`src/rtl/core/mtq_pkg.sv`:
```
// Shared types and constants for the matrix-to-quaternion core.
// No dependencies; imported by every module of the block.
package mtq_pkg;

  localparam int ArgW  = 17;  // square-root argument, raw Q2.14, always below 7.0
  localparam int MagW  = 17;  // magnitude of an off-diagonal sum or difference
  localparam int RootW = 15;  // floor(sqrt(arg * 4096))
  localparam int SqN   = 30;  // radicand width, even
  localparam int RemSW = 17;  // square-root partial remainder
  localparam int DivW  = 16;  // divisor, twice the root
  localparam int NumW  = 31;  // mag * 8192 + root
  localparam int QuoW  = 17;  // quotient bits, one per divider stage
  localparam int Lanes = 3;

  typedef enum logic [1:0] {
    PickTrace,
    PickX,
    PickY,
    PickZ
  } pick_e;

  typedef struct packed {
    pick_e                        pick;
    logic [ArgW-1:0]              arg;
    logic [Lanes-1:0][MagW-1:0]   mag;
    logic [Lanes-1:0]             neg;
  } job_t;

  typedef struct packed {
    pick_e                        pick;
    logic [SqN-1:0]               n;
    logic [RemSW-1:0]             rem;
    logic [RootW-1:0]             root;
    logic [Lanes-1:0][MagW-1:0]   mag;
    logic [Lanes-1:0]             neg;
  } sq_t;

  typedef struct packed {
    pick_e                        pick;
    logic [RootW-1:0]             root;
    logic [DivW-1:0]              div;
    logic [Lanes-1:0][NumW-1:0]   num;
    logic [Lanes-1:0][DivW-1:0]   rem;
    logic [Lanes-1:0][QuoW-1:0]   quo;
    logic [Lanes-1:0]             neg;
  } dv_t;

  // Apply sign and clamp to the Q2.14 range.
  function automatic logic [15:0] sat_q(input logic [QuoW-1:0] quo, input logic neg);
    logic [QuoW-1:0] neg_v;
    neg_v = ~quo + QuoW'(1);
    if (!neg) begin
      sat_q = (quo > QuoW'(32767)) ? 16'h7fff : quo[15:0];
    end else begin
      sat_q = (quo > QuoW'(32768)) ? 16'h8000 : neg_v[15:0];
    end
  endfunction

endpackage

```
`src/rtl/core/mtq_front.sv`:
```
// Front end: classifies a matrix (trace or largest diagonal) and forms the
// square-root argument and off-diagonal magnitudes. Depends on mtq_pkg.
module mtq_front import mtq_pkg::*; (
  input  logic signed [15:0] m00_i,
  input  logic signed [15:0] m01_i,
  input  logic signed [15:0] m02_i,
  input  logic signed [15:0] m10_i,
  input  logic signed [15:0] m11_i,
  input  logic signed [15:0] m12_i,
  input  logic signed [15:0] m20_i,
  input  logic signed [15:0] m21_i,
  input  logic signed [15:0] m22_i,
  output job_t               job_o
);

  logic signed [18:0] a00, a01, a02, a10, a11, a12, a20, a21, a22;
  logic signed [18:0] tr, arg_v, sel;
  logic signed [18:0] d [Lanes];
  pick_e pick;

  always_comb begin
    a00 = 19'(m00_i); a01 = 19'(m01_i); a02 = 19'(m02_i);
    a10 = 19'(m10_i); a11 = 19'(m11_i); a12 = 19'(m12_i);
    a20 = 19'(m20_i); a21 = 19'(m21_i); a22 = 19'(m22_i);
    tr  = a00 + a11 + a22;
    sel = a00;
    pick = PickX;
    if (tr > 19'sd0) begin
      pick = PickTrace;
    end else begin
      // strict compares: ties keep the lower index
      if (a00 < a11) begin
        pick = PickY;
        sel  = a11;
      end
      if (sel < a22) pick = PickZ;
    end
  end

  always_comb begin
    unique case (pick)
      PickTrace: begin
        arg_v = tr + 19'sd16384;
        d[0] = a21 - a12; d[1] = a02 - a20; d[2] = a10 - a01;
      end
      PickX: begin
        arg_v = a00 - (a11 + a22) + 19'sd16384;
        d[0] = a21 - a12; d[1] = a10 + a01; d[2] = a20 + a02;
      end
      PickY: begin
        arg_v = a11 - (a22 + a00) + 19'sd16384;
        d[0] = a02 - a20; d[1] = a21 + a12; d[2] = a01 + a10;
      end
      PickZ: begin
        arg_v = a22 - (a00 + a11) + 19'sd16384;
        d[0] = a10 - a01; d[1] = a02 + a20; d[2] = a12 + a21;
      end
      default: begin
        arg_v = 19'sd16384;
        d[0] = '0; d[1] = '0; d[2] = '0;
      end
    endcase
  end

  always_comb begin
    job_o.pick = pick;
    job_o.arg  = arg_v[ArgW-1:0];
    for (int j = 0; j < Lanes; j++) begin
      logic signed [18:0] mag_v;
      mag_v = d[j][18] ? -d[j] : d[j];
      job_o.neg[j] = d[j][18];
      job_o.mag[j] = mag_v[MagW-1:0];
    end
  end

endmodule

```
`config.mk`:
```
export PLATFORM = sky130hd
export DESIGN_NAME = mtq_front
export DESIGN_NICKNAME = d
export VERILOG_FILES = /design/src/rtl/core/mtq_pkg.sv /design/src/rtl/core/mtq_front.sv
export SDC_FILE = /design/constraint.sdc
export NUM_CORES = 1
export LEC_CHECK = 0
export ABC_AREA = 1
export BUFFER_PORTS_ARGS = -buffer_cell sky130_fd_sc_hd__buf_4
export CAP_MARGIN = 15
export CORE_ASPECT_RATIO = 1.2
export CORE_MARGIN = 2
export CORE_UTILIZATION = 58
export DETAILED_ROUTE_END_ITERATION = 7
export GPL_TIMING_DRIVEN = 0
export PLACE_DENSITY = 0.81
export SLEW_MARGIN = 15
export SYNTH_ARGS = -nofsm -noshare
export SYNTH_HDL_FRONTEND = slang
export SYNTH_SLANG_ARGS = --single-unit
```
`constraint.sdc`:
```
create_clock -name vclk -period 7.1
set_input_delay 0.71 -clock vclk [all_inputs]
set_output_delay 0.71 -clock vclk [all_outputs]
set_load 0.05 [all_outputs]
```
==> flow_summary.json <==
{
  "outcome": "finished with violations",
  "violations": "design-rule violations, negative setup slack",
  "arrival_ps": 6580,
  "rows": 61,
  "critPathCaptureType": "primary output",
  "routedWlPerCell_um": 18.5,
  "ir_worst_vdd_mv": 0.439,
  "first_iter_violations": 1491,
  "wl_um": 53000,
  "regArea_sq_um": 0,
  "nets": 2994,
  "drv_cap": 0,
  "max_slew.worst_pin.slew_ps": 770,
  "final_cell_mix": "436 x nand2_1, 397 x inv_1, 247 x buf_4",
  "period_minus_slack_ps": 7290,
  "rsz0062_at_grt": "yes",
  "drv_slew": 0,
  "hpwl_um": 40500,
  "synth_area_per_cell_sq_um": 6.07,
  "leakagePower_nw": 9.74,
  "synth_cell_type_count": 60,
  "crit_type": "in -> out",
  "die_y_um": 172,
  "route.detailed.drc": 1,
  "place_congestion": 0.991,
  "power_mw": 5.04,
  "finalHoldViolCount": 0,
  "grt_pass1_wl_um": 77000,
  "die_area_sq_um": 24800,
  "required_ps": 6390,
  "vias_per_cell": 5.86,
  "antenna_found_initial": 1,
  "clkbuf_count": 0,
  "finalWorstSetupSlack_ps": -189,
  "layout_commonest_cell": "nand2_1",
  "path_common_cell": "buf_4",
  "cp_top_family": "simple AND/OR/NAND/NOR gates",
  "grt_max_degree": 13,
  "maxSlewHeadroom_pct": 48.5,
  "finalSetupViolations": 40,
  "syn_area_sq_um": 13600,
  "numPortBuffers": 217,
  "path_max_fanout": 9,
  "yosysSeqAreaShare_pct": 0,
  "hp-class": "in -> out",
  "grt_overflow": 0,
  "worst-path-buf-inv": 15,
  "die_width_um": 144,
  "design.seq.count": 0,
  "n_antenna_cell": 0,
  "cp-start-kind": "primary input",
  "synth_nets": 2692,
  "pin_count": 217,
  "ys_warn_count": 0,
  "hold_buffers": 0,
  "place_area_sq_um": 15700,
  "fin_cells": 2864,
  "power_density_nw_per_um2": 283,
  "synthCells": 2249,
  "area_growth_pct": 30.7,
  "core_area_sq_um": 23100,
  "vias": 16800,
  "cpPeakStageDelay_ps": 360,
  "drive_above_1_share_pct": 24.2,
  "final_cell_area_sq_um": 17800,
  "fmax_mhz": 137,
  "ant_nets": 0,
  "slowest_stage": "fa_2",
  "finalCritPeriodShare_pct": 103,
  "start_util_pct": 59.0,
  "grt_pass1_vias": 16100,
  "grt_use_total_pct": 39.2,
  "first_pass_iters": 8,
  "dp.cells": 2781
}
==> routing by layer <==
layer | share of wire (%) | vias up | wire length (um) | global-route usage (%)
li1 | - | 7818 | - | -
met1 | 36 | 7634 | 19000 | 42.4
met2 | 47 | 1000 | 25100 | 69.5
met3 | 7.2 | 342 | 3830 | 4.68
met4 | 9.5 | 2 | 5050 | 29.5
met5 | 0.025 | - | 13 | 0
==> through the flow <==
step / hold WS (ps) / setup TNS, ps / utilization, % / worst slack, ps
global route: 2100 / -15600 / 77.1 / -434
finish: 2090 / -3270 / 77.1 / -189
CTS: 2090 / -3840 / 72.7 / -210
detailed placement: 2080 / -48880 / 68.0 / -1030
global placement: 2080 / -37220 / 68.0 / -850
floorplan: 1780 / 0 / - / 14.2
==> layout make-up <==
cell class	instances	area (sq um)
Buffer	45	360
Fill cell	1802	5290
Inverter	430	1660
Timing Repair Buffer	304	2650
Multi-Input combinational cell	1770	12800
Tap cell	315	394
==> worst min-delay path: cells and delay by family <==
kind / cells / cell delay [ps]
buffers and inverters: 2 / 310
adders and majority gates: 1 / 180
and+or+nand+nor: 1 / 100
AOI/OAI and AO/OA: 1 / 70
==> synthesized netlist by cell type, drive strengths merged, types with 7 or more instances <==
master	number	area, sq um
a21o	10	75.1
a21oi	172	868
a22oi	10	75.1
a31oi	9	56.3
buf	26	216
clkbuf	23	86.3
fa	43	861
ha	256	3200
inv	429	1620
nand2	502	1940
nand3	117	653
nand4	39	272
nor2	218	876
nor3	36	216
nor4	8	50.1
o211ai	14	115
o21ai	103	538
o21bai	29	218
o221ai	7	61.3
or2	18	113
xnor2	16	140
xor2	119	1040
==> repair_timing <==
action / in CTS / in global routing
pin swaps: 73 / 107
resized for setup: 172 / 200
setup buffers: 50 / 35
endpoints found under the setup margin: 70 / 69
cloned: 1 / 1
==> kinds of logic (layout without fill, tap and decap cells) <==
| logic type | Yosys count | in the layout | synth area share (%) |
|---|---|---|---|
| xor+xnor | 135 | 135 | 8.66 |
| compound gates | 391 | 391 | 16.9 |
| simple gates | 945 | 945 | 30.6 |
| buf+inv | 479 | 779 | 14.1 |
| fa+ha+maj | 299 | 299 | 29.8 |
==> path summary, 6_finish.rpt <==
kind,cells past startpoint,to,slack (ps),startpoint
worst max-delay path,44,job_o[53],-190,m11_i[0]
worst min-delay path,5,job_o[55],2090,m11_i[1]
==> power breakdown <==
part | internal (mW) | switching, mW
clock network | 0 | 0
logic | 1.74 | 3.30
registers | 0 | 0
total | 1.74 | 3.30
(Power assumes the default switching activity.)
