[src/rtl/core/mtq_pkg.sv]
// Shared types and constants for the matrix-to-quaternion core.
// No dependencies; imported by every module of the block.
package mtq_pkg;

  localparam int ArgW  = 17;  // square-root argument, raw Q2.14, always below 7.0
  localparam int MagW  = 17;  // magnitude of an off-diagonal sum or difference
  localparam int RootW = 15;  // floor(sqrt(arg * 4096))
  localparam int SqN   = 30;  // radicand width, even
  localparam int RemSW = 17;  // square-root partial remainder
  localparam int DivW  = 16;  // divisor, twice the root
  localparam int NumW  = 31;  // mag * 8192 + root
  localparam int QuoW  = 17;  // quotient bits, one per divider stage
  localparam int Lanes = 3;

  typedef enum logic [1:0] {
    PickTrace,
    PickX,
    PickY,
    PickZ
  } pick_e;

  typedef struct packed {
    pick_e                        pick;
    logic [ArgW-1:0]              arg;
    logic [Lanes-1:0][MagW-1:0]   mag;
    logic [Lanes-1:0]             neg;
  } job_t;

  typedef struct packed {
    pick_e                        pick;
    logic [SqN-1:0]               n;
    logic [RemSW-1:0]             rem;
    logic [RootW-1:0]             root;
    logic [Lanes-1:0][MagW-1:0]   mag;
    logic [Lanes-1:0]             neg;
  } sq_t;

  typedef struct packed {
    pick_e                        pick;
    logic [RootW-1:0]             root;
    logic [DivW-1:0]              div;
    logic [Lanes-1:0][NumW-1:0]   num;
    logic [Lanes-1:0][DivW-1:0]   rem;
    logic [Lanes-1:0][QuoW-1:0]   quo;
    logic [Lanes-1:0]             neg;
  } dv_t;

  // Apply sign and clamp to the Q2.14 range.
  function automatic logic [15:0] sat_q(input logic [QuoW-1:0] quo, input logic neg);
    logic [QuoW-1:0] neg_v;
    neg_v = ~quo + QuoW'(1);
    if (!neg) begin
      sat_q = (quo > QuoW'(32767)) ? 16'h7fff : quo[15:0];
    end else begin
      sat_q = (quo > QuoW'(32768)) ? 16'h8000 : neg_v[15:0];
    end
  endfunction

endpackage

[src/rtl/core/mtq_queue.sv]
// Short item queue between the front end and the arithmetic back end.
// Depends on mtq_pkg for the job type.
module mtq_queue import mtq_pkg::*; #(
  parameter int Depth = 4
) (
  input  logic clk_i,
  input  logic rst_ni,
  input  logic push_i,
  input  job_t job_i,
  output logic full_o,
  input  logic pop_i,
  output logic valid_o,
  output job_t job_o
);

  localparam int PtrW = $clog2(Depth);
  localparam int CntW = $clog2(Depth + 1);

  job_t mem_q [Depth];
  logic [PtrW-1:0] wr_q, wr_d, rd_q, rd_d;
  logic [CntW-1:0] cnt_q, cnt_d;
  logic do_push, do_pop;

  assign full_o  = (cnt_q == CntW'(Depth));
  assign valid_o = (cnt_q != '0);
  assign job_o   = mem_q[rd_q];
  assign do_push = push_i && !full_o;
  assign do_pop  = pop_i && valid_o;

  always_comb begin
    wr_d  = wr_q;
    rd_d  = rd_q;
    cnt_d = cnt_q;
    if (do_push) wr_d = (wr_q == PtrW'(Depth - 1)) ? '0 : wr_q + PtrW'(1);
    if (do_pop)  rd_d = (rd_q == PtrW'(Depth - 1)) ? '0 : rd_q + PtrW'(1);
    if (do_push && !do_pop) cnt_d = cnt_q + CntW'(1);
    else if (!do_push && do_pop) cnt_d = cnt_q - CntW'(1);
  end

  always_ff @(posedge clk_i or negedge rst_ni) begin
    if (!rst_ni) begin
      wr_q  <= '0;
      rd_q  <= '0;
      cnt_q <= '0;
    end else begin
      wr_q  <= wr_d;
      rd_q  <= rd_d;
      cnt_q <= cnt_d;
    end
  end

  always_ff @(posedge clk_i) begin
    if (do_push) mem_q[wr_q] <= job_i;
  end

endmodule

[config.mk]
export PLATFORM = sky130hd
export DESIGN_NAME = mtq_queue
export DESIGN_NICKNAME = d
export VERILOG_FILES = /design/src/rtl/core/mtq_pkg.sv /design/src/rtl/core/mtq_queue.sv
export SDC_FILE = /design/constraint.sdc
export NUM_CORES = 1
export LEC_CHECK = 0
export ABC_AREA = 1
export ABC_CLOCK_PERIOD_IN_PS = 10800
export BUFFER_PORTS_ARGS = -buffer_cell sky130_fd_sc_hd__buf_2
export CAP_MARGIN = 5
export CELL_PAD_IN_SITES_DETAIL_PLACEMENT = 1
export CELL_PAD_IN_SITES_GLOBAL_PLACEMENT = 1
export CORE_ASPECT_RATIO = 2
export CORE_MARGIN = 4
export CORE_UTILIZATION = 45
export CTS_BUF_LIST = sky130_fd_sc_hd__clkbuf_4
export DETAILED_ROUTE_END_ITERATION = 8
export GPL_TIMING_DRIVEN = 0
export HOLD_SLACK_MARGIN = 0.02
export PLACE_DENSITY = 0.75
export SETUP_SLACK_MARGIN = 0.3
export SLEW_MARGIN = 20
export SYNTH_ARGS = -nofsm -noshare
export SYNTH_HDL_FRONTEND = slang
export SYNTH_SLANG_ARGS = --single-unit
export TNS_END_PERCENT = 30
[constraint.sdc]
create_clock -name clk_i -period 10.8 [get_ports clk_i]
set_input_delay 1.08 -clock clk_i [delete_from_list [all_inputs] [get_ports clk_i]]
set_output_delay 1.08 -clock clk_i [all_outputs]
set_load 0.005 [all_outputs]
==> impl_metrics.env <==
export IMPL_status="complete, no violations"
export IMPL_die_area_sq_mm=0.0299
export IMPL_cts_root_buf="clkbuf_4"
export IMPL_finalMaxSlewViolations=0
export IMPL_synth_main_ff_cell="edfxtp_1"
export IMPL_worstPathCellList="inv_2, clkbuf_1, o211ai_1, nand2_1, buf_2"
export IMPL_cts_tree="built"
export IMPL_grt_overflow=0
export IMPL_hold_violations=0
export IMPL_die_y_um=241
export IMPL_power_leakage_nw=5.95
export IMPL_dpl_worst_slack_ns=7.80
export IMPL_rsz0062_at_grt="false"
export IMPL_netlist_top_cells_area="edfxtp_1 (72%), o211ai_1 (8.4%), nand2_1 (7.2%)"
export IMPL_p_sw_w=0.00140
export IMPL_drtAntennaViolNets=0
export IMPL_max_clock_freq_mhz=295
export IMPL_final_cells=1542
export IMPL_clkTransAtPathRegs_ns=0.06
export IMPL_setup_ws_ns=7.41
export IMPL_sw_frac_of_total_pct=35.6
export IMPL_synth_commonest_cells="edfxtp_1 (292), nand2_1 (234), inv_1 (160), o211ai_1 (136), buf_6 (30)"
export IMPL_worst_ep_arrival_time_ns=2.31
export IMPL_power_internal_w=0.00253
export IMPL_grt_pass1_wl_mm=48.2
export IMPL_drv_cap=0
export IMPL_cts_sinks=299
export IMPL_max_slew_margin_pct=46.7
export IMPL_core_area_sq_mm=0.0265
export IMPL_post_cts_buffers=0
export IMPL_place_gp_congestion=0.718
export IMPL_ios=152
export IMPL_htreeDepth=3
export IMPL_numPortBuffers=151
export IMPL_drt_first_pass_iters=6
export IMPL_async_flop_share_pct=2.34
export IMPL_clk_latency_ns=0.72
export IMPL_cts_resized=0
export IMPL_place_inst=1421
export IMPL_yosys_area_top_type="edfxtp_1"
export IMPL_multi_input_area_sq_mm=0.00223
export IMPL_hold_slack_ns=0.196
export IMPL_ys_seq_elements=299
export IMPL_avgViaCountPerCell=5.12
export IMPL_ff_latch_area_sq_mm=0.00894
export IMPL_antenna_found_initial=7
export IMPL_critPathLaunchType="flip-flop"
export IMPL_worst_pin_slew_ns=0.797
export IMPL_wl_per_cell_um=20.0
export IMPL_p_clk_share_pct=22.0
export IMPL_drt_wl_total_mm=30.9
export IMPL_finalCriticalPeriod_ns=3.39
export IMPL_setup_viol=0
export IMPL_seq_area_frac_synth_pct=73.5
export IMPL_postCtsHoldBufs=0
export IMPL_via_count=7893
export IMPL_crit_type="flip-flop to output pin"
export IMPL_clockBufferDepth=3
export IMPL_layout_nets=1230
export IMPL_p_per_area_mw_per_mm2=270
export IMPL_syn_instance_count=911
export IMPL_hold_class="primary input to async pin"
export IMPL_grt_start_max_net_pins=23
export IMPL_fin_crit_sh_pct=31.4
export IMPL_comb_power_share_pct=37.8
export IMPL_place_hpwl_mm=21.4
export IMPL_die_x_um=124
export IMPL_yosysMostFrequentCell="edfxtp_1"
export IMPL_drive_gt1_share_pct=27.4
export IMPL_first_global_vias=8858
export IMPL_synth_distinct_cells=17
export IMPL_drt_iter0_drc=351
export IMPL_slowest_delay_ns=0.48
export IMPL_syn_nets=995
export IMPL_synthToLayoutAreaGrowth_pct=19.9
export IMPL_grt_usage_pct=21.1
export IMPL_required_ns=9.72
export IMPL_critPathBufInv=3
export IMPL_ys_warn_count=0
export IMPL_cp_end_kind="output pin"
export IMPL_syn_area_sq_mm=0.0122
export IMPL_synth_edff_count=292
export IMPL_seq_power_share_pct=40.2
export IMPL_ir_drop_uv=133
export IMPL_cp_slowest_cell="clkbuf_1"
export IMPL_fin_tns_setup_ns=0
export IMPL_synth_top_area_share_pct=72.1
export IMPL_drc=0
export IMPL_numCtsBuffers=67
export IMPL_finClkSkew_ns=0.0313
export IMPL_initial_core_util_pct=45.9
export IMPL_nFillCells=2795
export IMPL_row_count=84
export IMPL_path_delay_family="buffers and inverters"
export IMPL_syn_area_per_cell_sq_um=13.4
export IMPL_path_max_fanout=10
## flip-flops by register name, summed over array words and instances (netlist names)
name and cells:
rd_q 2, mem_q 292, cnt_q 3, wr_q 2
## cell type report
class | count | share of cell area [%]
clock inverters | 17 | 0.652
multi-input cells | 403 | 15.3
plain buffers | 48 | 2.89
well taps | 344 | 2.95
inverters | 161 | 4.14
repair buffers | 166 | 7.62
clock buffers | 98 | 5.04
flip-flops and latches | 299 | 61.3
diodes | 6 | 0.103
## power by group through the flow
stage / Sequential [W] / Combinational (W) / Clock (W)
global placement: 0.00165 / 0.00138 / 0
CTS: 0.00158 / 0.00152 / 0.000899
finish: 0.00158 / 0.00149 / 0.000866
global route: 0.00160 / 0.00164 / 0.000966
detailed placement: 0.00161 / 0.00151 / 0
floorplan: 0.00161 / 0.000820 / 0
## layout by cell type, fill, tap and decap left out, types with 8 or more instances in the layout
cell      netlist  layout
edfxtp_1      292     292
nand2_1       234     234
buf_2          13     164
inv_1         160     160
o211ai_1      136     136
clkbuf_4        0      98
buf_6          30      30
clkinv_1        0      12
o211ai_2       10      10
buf_16          0       8
## cells by family after synthesis
group                    synth area share [%]
buffers and inverters                    8.43
adder cells (fa/ha/maj)                 0.782
AO/OA/AOI/OAI                            9.46
XOR/XNOR                               0.0720
AND/OR/NAND/NOR                          7.74
flip-flops                               73.5
## path summary, 6_finish.rpt
check / from / end / slack [ns] / depth (start not counted)
max: rd_q[1] / job_o[29] / 7.41 / 5
min: rst_ni / cnt_q[2] / 0.20 / 1
max reg2reg: cnt_q[1] / mem_q[2][28] / 8.38 / 6
min reg2reg: cnt_q[2] / cnt_q[2] / 0.51 / 2
max in group asynchronous: rst_ni / wr_q[0] / 10.42 / 1
min in group clk_i: cnt_q[2] / cnt_q[2] / 0.51 / 2
## metal layers
metal | GRT usage [%] | up-vias | routed length (um)
li1 | - | 3680 | -
met1 | 21.8 | 3939 | 10900
met2 | 40.7 | 211 | 17700
met3 | 4.58 | 59 | 1410
met4 | 8.91 | 4 | 827
met5 | 0 | - | 29
## per-stage QoR
step / area, sq um / util, % / power [W]
after floorplan: 12200 / - / 0.00243
after global placement: 13400 / 50.4 / 0.00302
after detailed placement: 13700 / 51.9 / 0.00312
after CTS: 14600 / 55.0 / 0.00400
after global routing: 14600 / 55.0 / 0.00420
final: 14600 / 55.1 / 0.00393
(Power assumes the default switching activity.)
